**src/lmc_pkg.sv**
```systemverilog
`timescale 1ns / 1ps

package lmc_pkg;

    // shared multiplier operand widths
    localparam int MUL_A_W = 19;
    localparam int MUL_B_W = 17;
    localparam int PROD_W  = MUL_A_W + MUL_B_W;

    localparam int CFG_IDX_W  = 3;
    localparam int CFG_DATA_W = 16;

    // register indexes on the configuration port
    localparam logic [CFG_IDX_W-1:0] REG_CONTROL_MODE = 3'd0;
    localparam logic [CFG_IDX_W-1:0] REG_SETPOINT_MA  = 3'd1;
    localparam logic [CFG_IDX_W-1:0] REG_DUTY_LIMIT   = 3'd2;
    localparam logic [CFG_IDX_W-1:0] REG_SENSE_GAIN   = 3'd3;
    localparam logic [CFG_IDX_W-1:0] REG_P_GAIN       = 3'd4;
    localparam logic [CFG_IDX_W-1:0] REG_I_GAIN       = 3'd5;
    localparam logic [CFG_IDX_W-1:0] REG_D_GAIN       = 3'd6;

    // control laws
    localparam logic [1:0] MODE_BANG = 2'd0;
    localparam logic [1:0] MODE_INCR = 2'd1;
    localparam logic [1:0] MODE_PROP = 2'd2;
    localparam logic [1:0] MODE_PID  = 2'd3;

    // operand selection for the shared multiplier
    typedef enum logic [1:0] {
        OP_MEAS = 2'd0,
        OP_P    = 2'd1,
        OP_I    = 2'd2,
        OP_D    = 2'd3
    } op_sel_t;

    // per-cycle control from the sequencer to the datapath
    typedef struct packed {
        op_sel_t sel;
        logic    mul_en;
        logic    law_en;
        logic    acc_load;
        logic    acc_add;
        logic    acc_sub;
        logic    fin;
    } ctl_t;

endpackage

```
**src/led_current_multimode_controller_unit.sv**
```systemverilog
`timescale 1ns / 1ps

// led current controller: one control step per current-sense sample
//
// input channel carries adc_sample (in_valid / in_stall); output channel
// carries the new duty and the scaled current measured_ma (out_valid /
// out_stall). a beat moves when valid is high and stall is low. the
// plain configuration port (cfg_we, cfg_index, cfg_data) ignores unknown
// indexes; the user must write it only while the block is idle (unchecked).
//
// one sample is in flight at a time. a single 19x17 multiplier is reused:
// once for the sense scaling and, in pid mode, three more times for the
// p, i and d terms. bang-bang, incremental and proportional steps run
// multiply, law and saturate; pid adds p, i, d multiplies and the d
// accumulate; the result is registered as the saturate state is left.
//
// the output register frees the input side: a new sample is taken while
// a result still waits. if the receiver stalls, the next result waits in
// the final step until the held one leaves.
// reset clears the state (duty, integrator, last measurement) to zero
// and loads the register defaults.
module led_current_multimode_controller_unit
#(
    parameter int SAMPLE_BITS = 16
)
(
    input  logic                                clk,
    input  logic                                rst_n,
    // sample beats
    input  logic                                in_valid,
    output logic                                in_stall,
    input  logic [15:0]                         adc_sample,
    // result beats
    output logic                                out_valid,
    input  logic                                out_stall,
    output logic [14:0]                         duty,
    output logic [15:0]                         measured_ma,
    // configuration writes
    input  logic                                cfg_we,
    input  logic [lmc_pkg::CFG_IDX_W-1:0]       cfg_index,
    input  logic [lmc_pkg::CFG_DATA_W-1:0]      cfg_data
);
    import lmc_pkg::*;

    localparam int ACC_W = PROD_W + 1;
    localparam logic signed [MUL_A_W-1:0] INC_STEP = MUL_A_W'(10);

    // configuration registers
    logic [1:0]  mode_reg;
    logic [11:0] setpoint_reg;
    logic [14:0] limit_reg;
    logic [15:0] sense_gain_reg;
    logic [15:0] p_gain_reg;
    logic [15:0] i_gain_reg;
    logic [15:0] d_gain_reg;

    // controller state
    logic [14:0]        duty_state_reg;
    logic signed [15:0] integ_reg;
    logic [15:0]        last_reg;

    // per-sample working registers
    logic [SAMPLE_BITS-1:0] sample_reg;
    logic [15:0]            meas_reg;
    logic signed [17:0]     err_reg;
    logic [14:0]            law_duty_reg;
    logic signed [ACC_W-1:0] acc_reg;

    // output register
    logic        out_valid_reg;
    logic [14:0] out_duty_reg;
    logic [15:0] out_meas_reg;

    ctl_t ctl;
    logic idle;
    logic in_beat;
    logic out_free;
    logic pid_mode;

    logic signed [MUL_A_W-1:0] mul_a;
    logic signed [MUL_B_W-1:0] mul_b;
    logic signed [PROD_W-1:0]  prod;

    function automatic logic [14:0] clamp_duty(input logic signed [MUL_A_W-1:0] v,
                                               input logic [14:0] lim);
        logic [14:0] r;
        if (v < 0)
        begin
            r = '0;
        end
        else if (v > $signed({4'd0, lim}))
        begin
            r = lim;
        end
        else
        begin
            r = v[14:0];
        end
        return r;
    endfunction

    assign pid_mode = (mode_reg == MODE_PID);
    assign out_free = !out_valid_reg || !out_stall;
    assign in_stall = !idle;
    assign in_beat  = in_valid && idle;

    lmc_ctrl u_ctrl
    (
        .clk      (clk),
        .rst_n    (rst_n),
        .in_valid (in_valid),
        .pid_mode (pid_mode),
        .out_free (out_free),
        .ctl      (ctl),
        .idle     (idle)
    );

    // ---------------------------------------------------------------
    // configuration port
    // ---------------------------------------------------------------
    always_ff @(posedge clk or negedge rst_n)
    begin
        if (!rst_n)
        begin
            mode_reg       <= MODE_BANG;
            setpoint_reg   <= '0;
            limit_reg      <= 15'd32767;
            sense_gain_reg <= 16'd65535;
            p_gain_reg     <= 16'd351;
            i_gain_reg     <= 16'd593;
            d_gain_reg     <= 16'd259;
        end
        else if (cfg_we)
        begin
            case (cfg_index)
                REG_CONTROL_MODE: mode_reg       <= cfg_data[1:0];
                REG_SETPOINT_MA:  setpoint_reg   <= cfg_data[11:0];
                REG_DUTY_LIMIT:   limit_reg      <= cfg_data[14:0];
                REG_SENSE_GAIN:   sense_gain_reg <= cfg_data;
                REG_P_GAIN:       p_gain_reg     <= cfg_data;
                REG_I_GAIN:       i_gain_reg     <= cfg_data;
                REG_D_GAIN:       d_gain_reg     <= cfg_data;
                default:          ;
            endcase
        end
    end

    // ---------------------------------------------------------------
    // shared multiplier and its operand mux
    // ---------------------------------------------------------------
    logic signed [16:0] meas_diff;
    assign meas_diff = $signed({1'b0, meas_reg}) - $signed({1'b0, last_reg});

    always_comb
    begin
        case (ctl.sel)
            OP_MEAS:
            begin
                mul_a = MUL_A_W'(sample_reg);
                mul_b = {1'b0, sense_gain_reg};
            end
            OP_P:
            begin
                mul_a = MUL_A_W'(err_reg);
                mul_b = {1'b0, p_gain_reg};
            end
            OP_I:
            begin
                mul_a = MUL_A_W'(integ_reg);
                mul_b = {1'b0, i_gain_reg};
            end
            OP_D:
            begin
                mul_a = MUL_A_W'(meas_diff);
                mul_b = {1'b0, d_gain_reg};
            end
            default:
            begin
                mul_a = '0;
                mul_b = '0;
            end
        endcase
    end

    lmc_mul u_mul
    (
        .clk  (clk),
        .en   (ctl.mul_en),
        .a    (mul_a),
        .b    (mul_b),
        .prod (prod)
    );

    // ---------------------------------------------------------------
    // control law step: error, simple laws, integrator update
    // ---------------------------------------------------------------
    logic [15:0]               meas_w;
    logic signed [17:0]        err_w;
    logic                      below_sp;
    logic signed [MUL_A_W-1:0] duty_ext;
    logic signed [MUL_A_W-1:0] lim_ext;
    logic signed [MUL_A_W-1:0] integ_sum;
    logic signed [15:0]        integ_w;
    logic [14:0]               law_duty_w;

    assign meas_w   = prod[31:16];
    assign err_w    = $signed({6'd0, setpoint_reg}) - $signed({2'd0, meas_w});
    assign below_sp = (meas_w < {4'd0, setpoint_reg});
    assign duty_ext = $signed({4'd0, duty_state_reg});
    assign lim_ext  = $signed({4'd0, limit_reg});
    assign integ_sum = MUL_A_W'(integ_reg) + MUL_A_W'(err_w);

    always_comb
    begin
        if (integ_sum > lim_ext)
        begin
            integ_w = lim_ext[15:0];
        end
        else if (integ_sum < -lim_ext)
        begin
            integ_w = 16'(-lim_ext);
        end
        else
        begin
            integ_w = integ_sum[15:0];
        end
    end

    always_comb
    begin
        case (mode_reg)
            MODE_BANG: law_duty_w = below_sp ? limit_reg : '0;
            MODE_INCR: law_duty_w = clamp_duty(below_sp ? duty_ext + INC_STEP
                                                        : duty_ext - INC_STEP,
                                               limit_reg);
            MODE_PROP: law_duty_w = clamp_duty(duty_ext + MUL_A_W'(err_w), limit_reg);
            default:   law_duty_w = '0;
        endcase
    end

    // ---------------------------------------------------------------
    // pid accumulation and saturation
    // ---------------------------------------------------------------
    logic signed [ACC_W-1:0] prod_ext;
    logic [ACC_W-9:0]        acc_shr;
    logic [14:0]             pid_duty_w;
    logic [14:0]             sat_duty_w;

    assign prod_ext = ACC_W'(prod);
    assign acc_shr  = acc_reg[ACC_W-1:8];

    always_comb
    begin
        if (acc_reg < 0)
        begin
            pid_duty_w = '0;
        end
        else if (acc_shr > (ACC_W-8)'(limit_reg))
        begin
            pid_duty_w = limit_reg;
        end
        else
        begin
            pid_duty_w = acc_shr[14:0];
        end
    end

    assign sat_duty_w = pid_mode ? pid_duty_w : law_duty_reg;

    // working registers carry payload only
    always_ff @(posedge clk)
    begin
        if (in_beat)
        begin
            sample_reg <= adc_sample[SAMPLE_BITS-1:0];
        end
        if (ctl.law_en)
        begin
            meas_reg     <= meas_w;
            err_reg      <= err_w;
            law_duty_reg <= law_duty_w;
        end
        if (ctl.acc_load)
        begin
            acc_reg <= prod_ext;
        end
        else if (ctl.acc_add)
        begin
            acc_reg <= acc_reg + prod_ext;
        end
        else if (ctl.acc_sub)
        begin
            acc_reg <= acc_reg - prod_ext;
        end
        if (ctl.fin)
        begin
            out_duty_reg <= sat_duty_w;
            out_meas_reg <= meas_reg;
        end
    end

    // controller state and output valid
    always_ff @(posedge clk or negedge rst_n)
    begin
        if (!rst_n)
        begin
            duty_state_reg <= '0;
            integ_reg      <= '0;
            last_reg       <= '0;
            out_valid_reg  <= 1'b0;
        end
        else
        begin
            if (ctl.law_en && pid_mode)
            begin
                integ_reg <= integ_w;
            end
            // derivative term already used the old measurement
            if (ctl.acc_sub)
            begin
                last_reg <= meas_reg;
            end
            if (ctl.fin)
            begin
                duty_state_reg <= sat_duty_w;
                out_valid_reg  <= 1'b1;
            end
            else if (!out_stall)
            begin
                out_valid_reg <= 1'b0;
            end
        end
    end

    assign out_valid   = out_valid_reg;
    assign duty        = out_duty_reg;
    assign measured_ma = out_meas_reg;

endmodule

```
**src/lmc_mul.sv**
```systemverilog
`timescale 1ns / 1ps

module lmc_mul
(
    input  logic                                 clk,
    input  logic                                 en,
    input  logic signed [lmc_pkg::MUL_A_W-1:0]   a,
    input  logic signed [lmc_pkg::MUL_B_W-1:0]   b,
    output logic signed [lmc_pkg::PROD_W-1:0]    prod
);
    import lmc_pkg::*;

    logic signed [PROD_W-1:0] prod_reg;

    always_ff @(posedge clk)
    begin
        if (en)
        begin
            prod_reg <= a * b;
        end
    end

    assign prod = prod_reg;

endmodule

```
**src/lmc_ctrl.sv**
```systemverilog
`timescale 1ns / 1ps

module lmc_ctrl
(
    input  logic          clk,
    input  logic          rst_n,
    input  logic          in_valid,
    input  logic          pid_mode,
    input  logic          out_free,
    output lmc_pkg::ctl_t ctl,
    output logic          idle
);
    import lmc_pkg::*;

    typedef enum logic [7:0] {
        ST_IDLE  = 8'b0000_0001,
        ST_MUL_M = 8'b0000_0010,
        ST_LAW   = 8'b0000_0100,
        ST_MUL_P = 8'b0000_1000,
        ST_MUL_I = 8'b0001_0000,
        ST_MUL_D = 8'b0010_0000,
        ST_ACC_D = 8'b0100_0000,
        ST_SAT   = 8'b1000_0000
    } state_t;

    state_t state_reg;
    state_t state_next;

    always_comb
    begin
        state_next   = state_reg;
        ctl          = '0;
        ctl.sel      = OP_MEAS;
        case (state_reg)
            ST_IDLE:
            begin
                if (in_valid)
                begin
                    state_next = ST_MUL_M;
                end
            end
            ST_MUL_M:
            begin
                ctl.sel    = OP_MEAS;
                ctl.mul_en = 1'b1;
                state_next = ST_LAW;
            end
            ST_LAW:
            begin
                ctl.law_en = 1'b1;
                state_next = pid_mode ? ST_MUL_P : ST_SAT;
            end
            ST_MUL_P:
            begin
                ctl.sel    = OP_P;
                ctl.mul_en = 1'b1;
                state_next = ST_MUL_I;
            end
            ST_MUL_I:
            begin
                ctl.sel      = OP_I;
                ctl.mul_en   = 1'b1;
                ctl.acc_load = 1'b1;
                state_next   = ST_MUL_D;
            end
            ST_MUL_D:
            begin
                ctl.sel     = OP_D;
                ctl.mul_en  = 1'b1;
                ctl.acc_add = 1'b1;
                state_next  = ST_ACC_D;
            end
            ST_ACC_D:
            begin
                ctl.acc_sub = 1'b1;
                state_next  = ST_SAT;
            end
            ST_SAT:
            begin
                // wait here while the previous result is still held
                if (out_free)
                begin
                    ctl.fin    = 1'b1;
                    state_next = ST_IDLE;
                end
            end
            default:
            begin
                state_next = ST_IDLE;
            end
        endcase
    end

    always_ff @(posedge clk or negedge rst_n)
    begin
        if (!rst_n)
        begin
            state_reg <= ST_IDLE;
        end
        else
        begin
            state_reg <= state_next;
        end
    end

    assign idle = (state_reg == ST_IDLE);

endmodule

```
**config.mk**
```make
export PLATFORM = sky130hd
export DESIGN_NAME = led_current_multimode_controller_unit
export DESIGN_NICKNAME = d
export VERILOG_FILES = /design/src/lmc_pkg.sv /design/src/led_current_multimode_controller_unit.sv /design/src/lmc_mul.sv /design/src/lmc_ctrl.sv
export SDC_FILE = /design/constraint.sdc
export NUM_CORES = 2
export LEC_CHECK = 0
export BUFFER_PORTS_ARGS = -buffer_cell sky130_fd_sc_hd__buf_2
export CORE_ASPECT_RATIO = 0.8
export CORE_MARGIN = 10
export CORE_UTILIZATION = 60
export CTS_CLUSTER_DIAMETER = 100
export DETAILED_ROUTE_END_ITERATION = 10
export PLACE_DENSITY_LB_ADDON = 0.3
export SLEW_MARGIN = 25
export SYNTH_ARGS = -nofsm -noshare
export SYNTH_HDL_FRONTEND = slang
export SYNTH_SLANG_ARGS = --single-unit
```
**constraint.sdc**
```tcl
create_clock -name clk -period 24.1 [get_ports clk]
set_input_delay 7.23 -clock clk [delete_from_list [all_inputs] [get_ports clk]]
set_output_delay 7.23 -clock clk [all_outputs]
set_load 0.005 [all_outputs]
```
==> impl_metrics.sql <==
INSERT INTO impl_metrics (metric_group, metric, value, unit) VALUES
('run_status', 'outcome', 'complete, no violations', ''),
('global_routing', 'grt_pass1_wl', '158', 'mm'),
('timing', 'timing.clock.skew', '0.0383', 'ns'),
('critical_path', 'path_common_cell', 'sky130_fd_sc_hd__fa_1', ''),
('timing', 'maxSlewHeadroom', '28.8', '%'),
('timing', 'worst_pin_slew', '1.06', 'ns'),
('critical_path', 'cp_data_arrival_time', '10.47', 'ns'),
('cts', 'clkTransAtPathRegs', '0.06', 'ns'),
('yosys', 'postSynthCellCount', '3382', ''),
('cts', 'cts_htree_levels', '2', ''),
('global_routing', 'vias_in_the_first_global_route', '26500', ''),
('cells_and_area', 'final_nets', '4031', ''),
('global_routing', 'grt_overflow', '0', ''),
('critical_path', 'crit_path_start_kind', 'flip-flop', ''),
('die', 'io-pin-count', '73', ''),
('placed_design', 'hpwl_reported_at_the_end_of_detailed_placement', '82.5', 'mm'),
('timing', 'final-setup-viol-count', '0', ''),
('global_routing', 'grt_usage', '32.8', '%'),
('critical_path', 'critical_path.max_stage_delay', '0.91', 'ns'),
('route', 'drt-vias-per-instance', '6.47', ''),
('yosys', 'synth-seq-cells', '317', ''),
('critical_path', 'timing.critical_path.slowest_stage_cell', 'sky130_fd_sc_hd__a2111oi_0', ''),
('critical_path', 'worst_ep_required_time', '24.42', 'ns'),
('yosys', 'syn_avg_cell_area', '9.41', 'um^2'),
('die', 'die_area', '62700', 'um^2'),
('cts', 'clk_path_buf_depth', '3', ''),
('hold_path', 'hold_path_class', 'flip-flop to flip-flop', ''),
('timing', 'report.final.slew_viol_count', '0', ''),
('timing', 'timing.final.crit_period', '10.15', 'ns'),
('critical_path', 'reg2reg_setup_slack', '13.95', 'ns'),
('timing', 'maxClockFrequency', '0.0985', 'GHz'),
('cts', 'insertion_delay', '0.57', 'ns'),
('route', 'route.detailed.wl_per_inst', '25.0', 'um'),
('cts', 'cts-resized-gates', '0', ''),
('yosys', 'synthFlopType', 'sky130_fd_sc_hd__edfxtp_1', ''),
('cts', 'cts_tree', 'done', ''),
('cts', 'hold_buffers', '0', ''),
('cts', 'cts_num_sinks', '317', ''),
('route', 'final_antenna_violating_net_count', '0', ''),
('global_routing', 'grt_max_degree', '84', ''),
('route', 'routed-via-count', '26900', ''),
('timing', 'finalHoldViolations', '0', ''),
('yosys', 'seq_area_frac_synth', '27.8', '%'),
('cts', 'clock_tree_root', 'sky130_fd_sc_hd__clkbuf_16', ''),
('yosys', 'netlist_area_pre_place', '31800', 'um^2'),
('yosys', 'post_synth_num_cell_types', '90', ''),
('route', 'route.detailed.drc', '0', ''),
('cts', 'post_cts.repair.setup_buffers', '0', ''),
('job', 'cap_viol_max_count', '0', ''),
('placed_design', 'place_congestion', '1.06', ''),
('timing', 'unrepaired_setup_endpoints_after_global_routing', 'no', ''),
('timing', 'tns', '0', 'ns'),
('critical_path', 'setup.worst_path.end_class', 'flip-flop', ''),
('cts', 'cts_inserted_buffers', '35', ''),
('die', 'initial_core_util', '60.7', '%'),
('timing', 'layout_worst_path_cycle_share', '42.1', '%'),
('route', 'firstDrtPassIters', '7', ''),
('global_routing', 'antenna_found_initial', '3', ''),
('critical_path', 'criticalPathCategory', 'flip-flop to flip-flop', ''),
('route', 'routed_wl', '104', 'mm'),
('yosys', 'synth_fp_nets', '3975', ''),
('die', 'placement_rows', '75', ''),
('route', 'drt_iter0_drc', '3227', ''),
('die', 'dieHeight', '226', 'um'),
('critical_path', 'crit_path_max_fanout', '43', ''),
('cells_and_area', 'fraction_of_final_layout_cells_with_drive_strength_greater_than_1', '10.5', '%'),
('cells_and_area', 'largest_register_ff_count', '37', ''),
('yosys', 'synth_async_sr_flop_share', '47.0', '%'),
('yosys', 'number_of_enable_type_register_cells_in_the_synthesized_netlist', '168', ''),
('cells_and_area', 'area_delta_synth_final', '7.76', '%'),
('die', 'die_w', '277', 'um'),
('placed_design', 'numPortBuffers', '72', ''),
('yosys', 'yosysWarningCount', '0', ''),
('die', 'core', '52500', 'um^2');
final cells by class:
type / instances / area, um^2
clock inverters: 16 / 165
fillers: 4170 / 18200
well taps: 693 / 867
flip-flops and latches: 317 / 8830
diodes: 1 / 2.50
multi-input cells: 2495 / 20900
inverters: 470 / 1760
repair buffers: 119 / 723
clock buffers: 48 / 1030
per-stage QoR:
step | util (%) | cell area, um^2 | hold slack (ns) | std cells | setup slack, ns
CTS | 65.3 | 34300 | 0.481 | 4158 | 14.32
global route | 65.4 | 34300 | 0.477 | 4158 | 13.66
finish | 65.4 | 34300 | 0.486 | 4159 | 13.95
detailed placement | 63.1 | 33100 | 0.474 | 4094 | 14.36
floorplan | - | 31800 | 0.424 | 3382 | 15.16
global placement | 63.0 | 33100 | 0.455 | 4094 | 14.52
cells in the final DEF, fill, tap and decap left out, types with 11 or more instances in the layout:
cell type                   netlist  final
sky130_fd_sc_hd__o31a_1          11     11
sky130_fd_sc_hd__mux2_2          93     93
sky130_fd_sc_hd__inv_1          463    463
sky130_fd_sc_hd__dfstp_2         46     46
sky130_fd_sc_hd__nand2_1        275    275
sky130_fd_sc_hd__a21oi_1        155    152
sky130_fd_sc_hd__or3_1           25     25
sky130_fd_sc_hd__and2_1          27     27
sky130_fd_sc_hd__a211oi_1        24     24
sky130_fd_sc_hd__buf_4            1     46
sky130_fd_sc_hd__and3_1          31     31
sky130_fd_sc_hd__xor2_1          50     50
sky130_fd_sc_hd__nor4_1          21     21
sky130_fd_sc_hd__o21ai_0        157    157
sky130_fd_sc_hd__o31ai_1         22     21
sky130_fd_sc_hd__a31oi_1         34     34
sky130_fd_sc_hd__nor2b_1         30     30
sky130_fd_sc_hd__ha_1           268    268
sky130_fd_sc_hd__o211ai_1        14     14
sky130_fd_sc_hd__edfxtp_1       168    168
sky130_fd_sc_hd__xnor2_1        112    112
sky130_fd_sc_hd__nand4_1         24     24
sky130_fd_sc_hd__buf_2            5     71
sky130_fd_sc_hd__o21ai_1         22     20
sky130_fd_sc_hd__nor3_1          65     64
sky130_fd_sc_hd__dfrtp_1        103    103
sky130_fd_sc_hd__clkbuf_16        0     38
sky130_fd_sc_hd__fa_1           285    285
sky130_fd_sc_hd__nor2_1         295    294
sky130_fd_sc_hd__or2_2           16     16
sky130_fd_sc_hd__a21o_1          64     64
sky130_fd_sc_hd__a221o_1         17     17
sky130_fd_sc_hd__nand3_1         66     66
sky130_fd_sc_hd__nand2b_1        50     50
sky130_fd_sc_hd__a22oi_1         18     18
sky130_fd_sc_hd__o21a_1          42     42
cell usage after synthesis, types with 8 or more instances:
cell type                  count  area share (%)
sky130_fd_sc_hd__a221oi_1      9            0.25
sky130_fd_sc_hd__a21o_1       64             1.5
sky130_fd_sc_hd__or3_1        25            0.49
sky130_fd_sc_hd__a22oi_1      18            0.42
sky130_fd_sc_hd__and2_1       27            0.53
sky130_fd_sc_hd__xor2_1       50             1.4
sky130_fd_sc_hd__or4_1         8            0.19
sky130_fd_sc_hd__a21boi_0      9            0.21
sky130_fd_sc_hd__nand2_1     275             3.2
sky130_fd_sc_hd__a211oi_1     24            0.57
sky130_fd_sc_hd__o311ai_1      8            0.22
sky130_fd_sc_hd__and3_1       31            0.61
sky130_fd_sc_hd__o31a_1       11            0.30
sky130_fd_sc_hd__o21ai_0     157             2.5
sky130_fd_sc_hd__a41oi_1       8            0.22
sky130_fd_sc_hd__o31ai_1      22            0.52
sky130_fd_sc_hd__nand3_1      66             1.0
sky130_fd_sc_hd__a221o_1      17            0.53
sky130_fd_sc_hd__or2_2        16            0.31
sky130_fd_sc_hd__o211ai_1     14            0.33
sky130_fd_sc_hd__nor2_1      295             3.5
sky130_fd_sc_hd__dfstp_2      46             3.8
sky130_fd_sc_hd__fa_1        285              18
sky130_fd_sc_hd__edfxtp_1    168              16
sky130_fd_sc_hd__dfrtp_1     103             8.1
sky130_fd_sc_hd__nor3b_1       8            0.19
sky130_fd_sc_hd__nand4_1      24            0.47
sky130_fd_sc_hd__inv_1       463             5.5
sky130_fd_sc_hd__o21bai_1      9            0.21
sky130_fd_sc_hd__ha_1        268              11
sky130_fd_sc_hd__nor2b_1      30            0.59
sky130_fd_sc_hd__o21a_1       42            0.99
sky130_fd_sc_hd__nand2b_1     50            0.98
sky130_fd_sc_hd__o22ai_1      10            0.20
sky130_fd_sc_hd__nor4_1       21            0.41
sky130_fd_sc_hd__mux2_2       93             3.3
sky130_fd_sc_hd__clkbuf_1     86             1.0
sky130_fd_sc_hd__xnor2_1     112             3.1
sky130_fd_sc_hd__nor3_1       65             1.0
sky130_fd_sc_hd__o21ai_1      22            0.35
sky130_fd_sc_hd__a31oi_1      34            0.67
sky130_fd_sc_hd__a21oi_1     155             2.4
per-layer routing:
layer,wire length [um],part of all wire (%),up-vias,track usage [%]
met2,44200,42,1618,48.3
met1,41400,40,13200,44.1
met5,0,0,-,0
met4,4200,4.0,0,12.2
met3,14300,14,307,11.3
li1,-,-,11800,-
path summary, 6_finish.rpt:
path,startpoint,to,cells after the start
max in group asynchronous,rst_n,last_reg[1],2
min in group asynchronous,rst_n,integ_reg[13],1
max reg2reg,u_ctrl.state_reg[1],u_mul.prod[35],33
min,u_mul.prod[19],meas_reg[3],0
min reg2reg,u_mul.prod[19],meas_reg[3],0
max,u_ctrl.state_reg[1],u_mul.prod[35],33
critical path: cells and delay by family, from the launching register on:
kind                     cells  cell delay (ns)
flip-flops                   1             0.41
adder cells (fa/ha/maj)      7             3.38
AND/OR/NAND/NOR              8             1.45
XOR/XNOR                     1             0.08
buffers and inverters        9             1.54
AO/OA/AOI/OAI                8             2.90
cells by family (layout without fill, tap and decap cells):
logic type	after synthesis	count (layout)	synth area share [%]
AO/OA/AOI/OAI	704	704	14.5
AND/OR/NAND/NOR	974	974	14.5
buffers and inverters	570	653	6.78
XOR/XNOR	162	162	4.46
multiplexers	99	99	3.48
adder cells (fa/ha/maj)	556	556	28.6
other	0	1	0
flip-flops	317	317	27.8
Power is not shown: default switching activity piles up to over one toggle a cycle in this logic, so the estimate is an artifact.
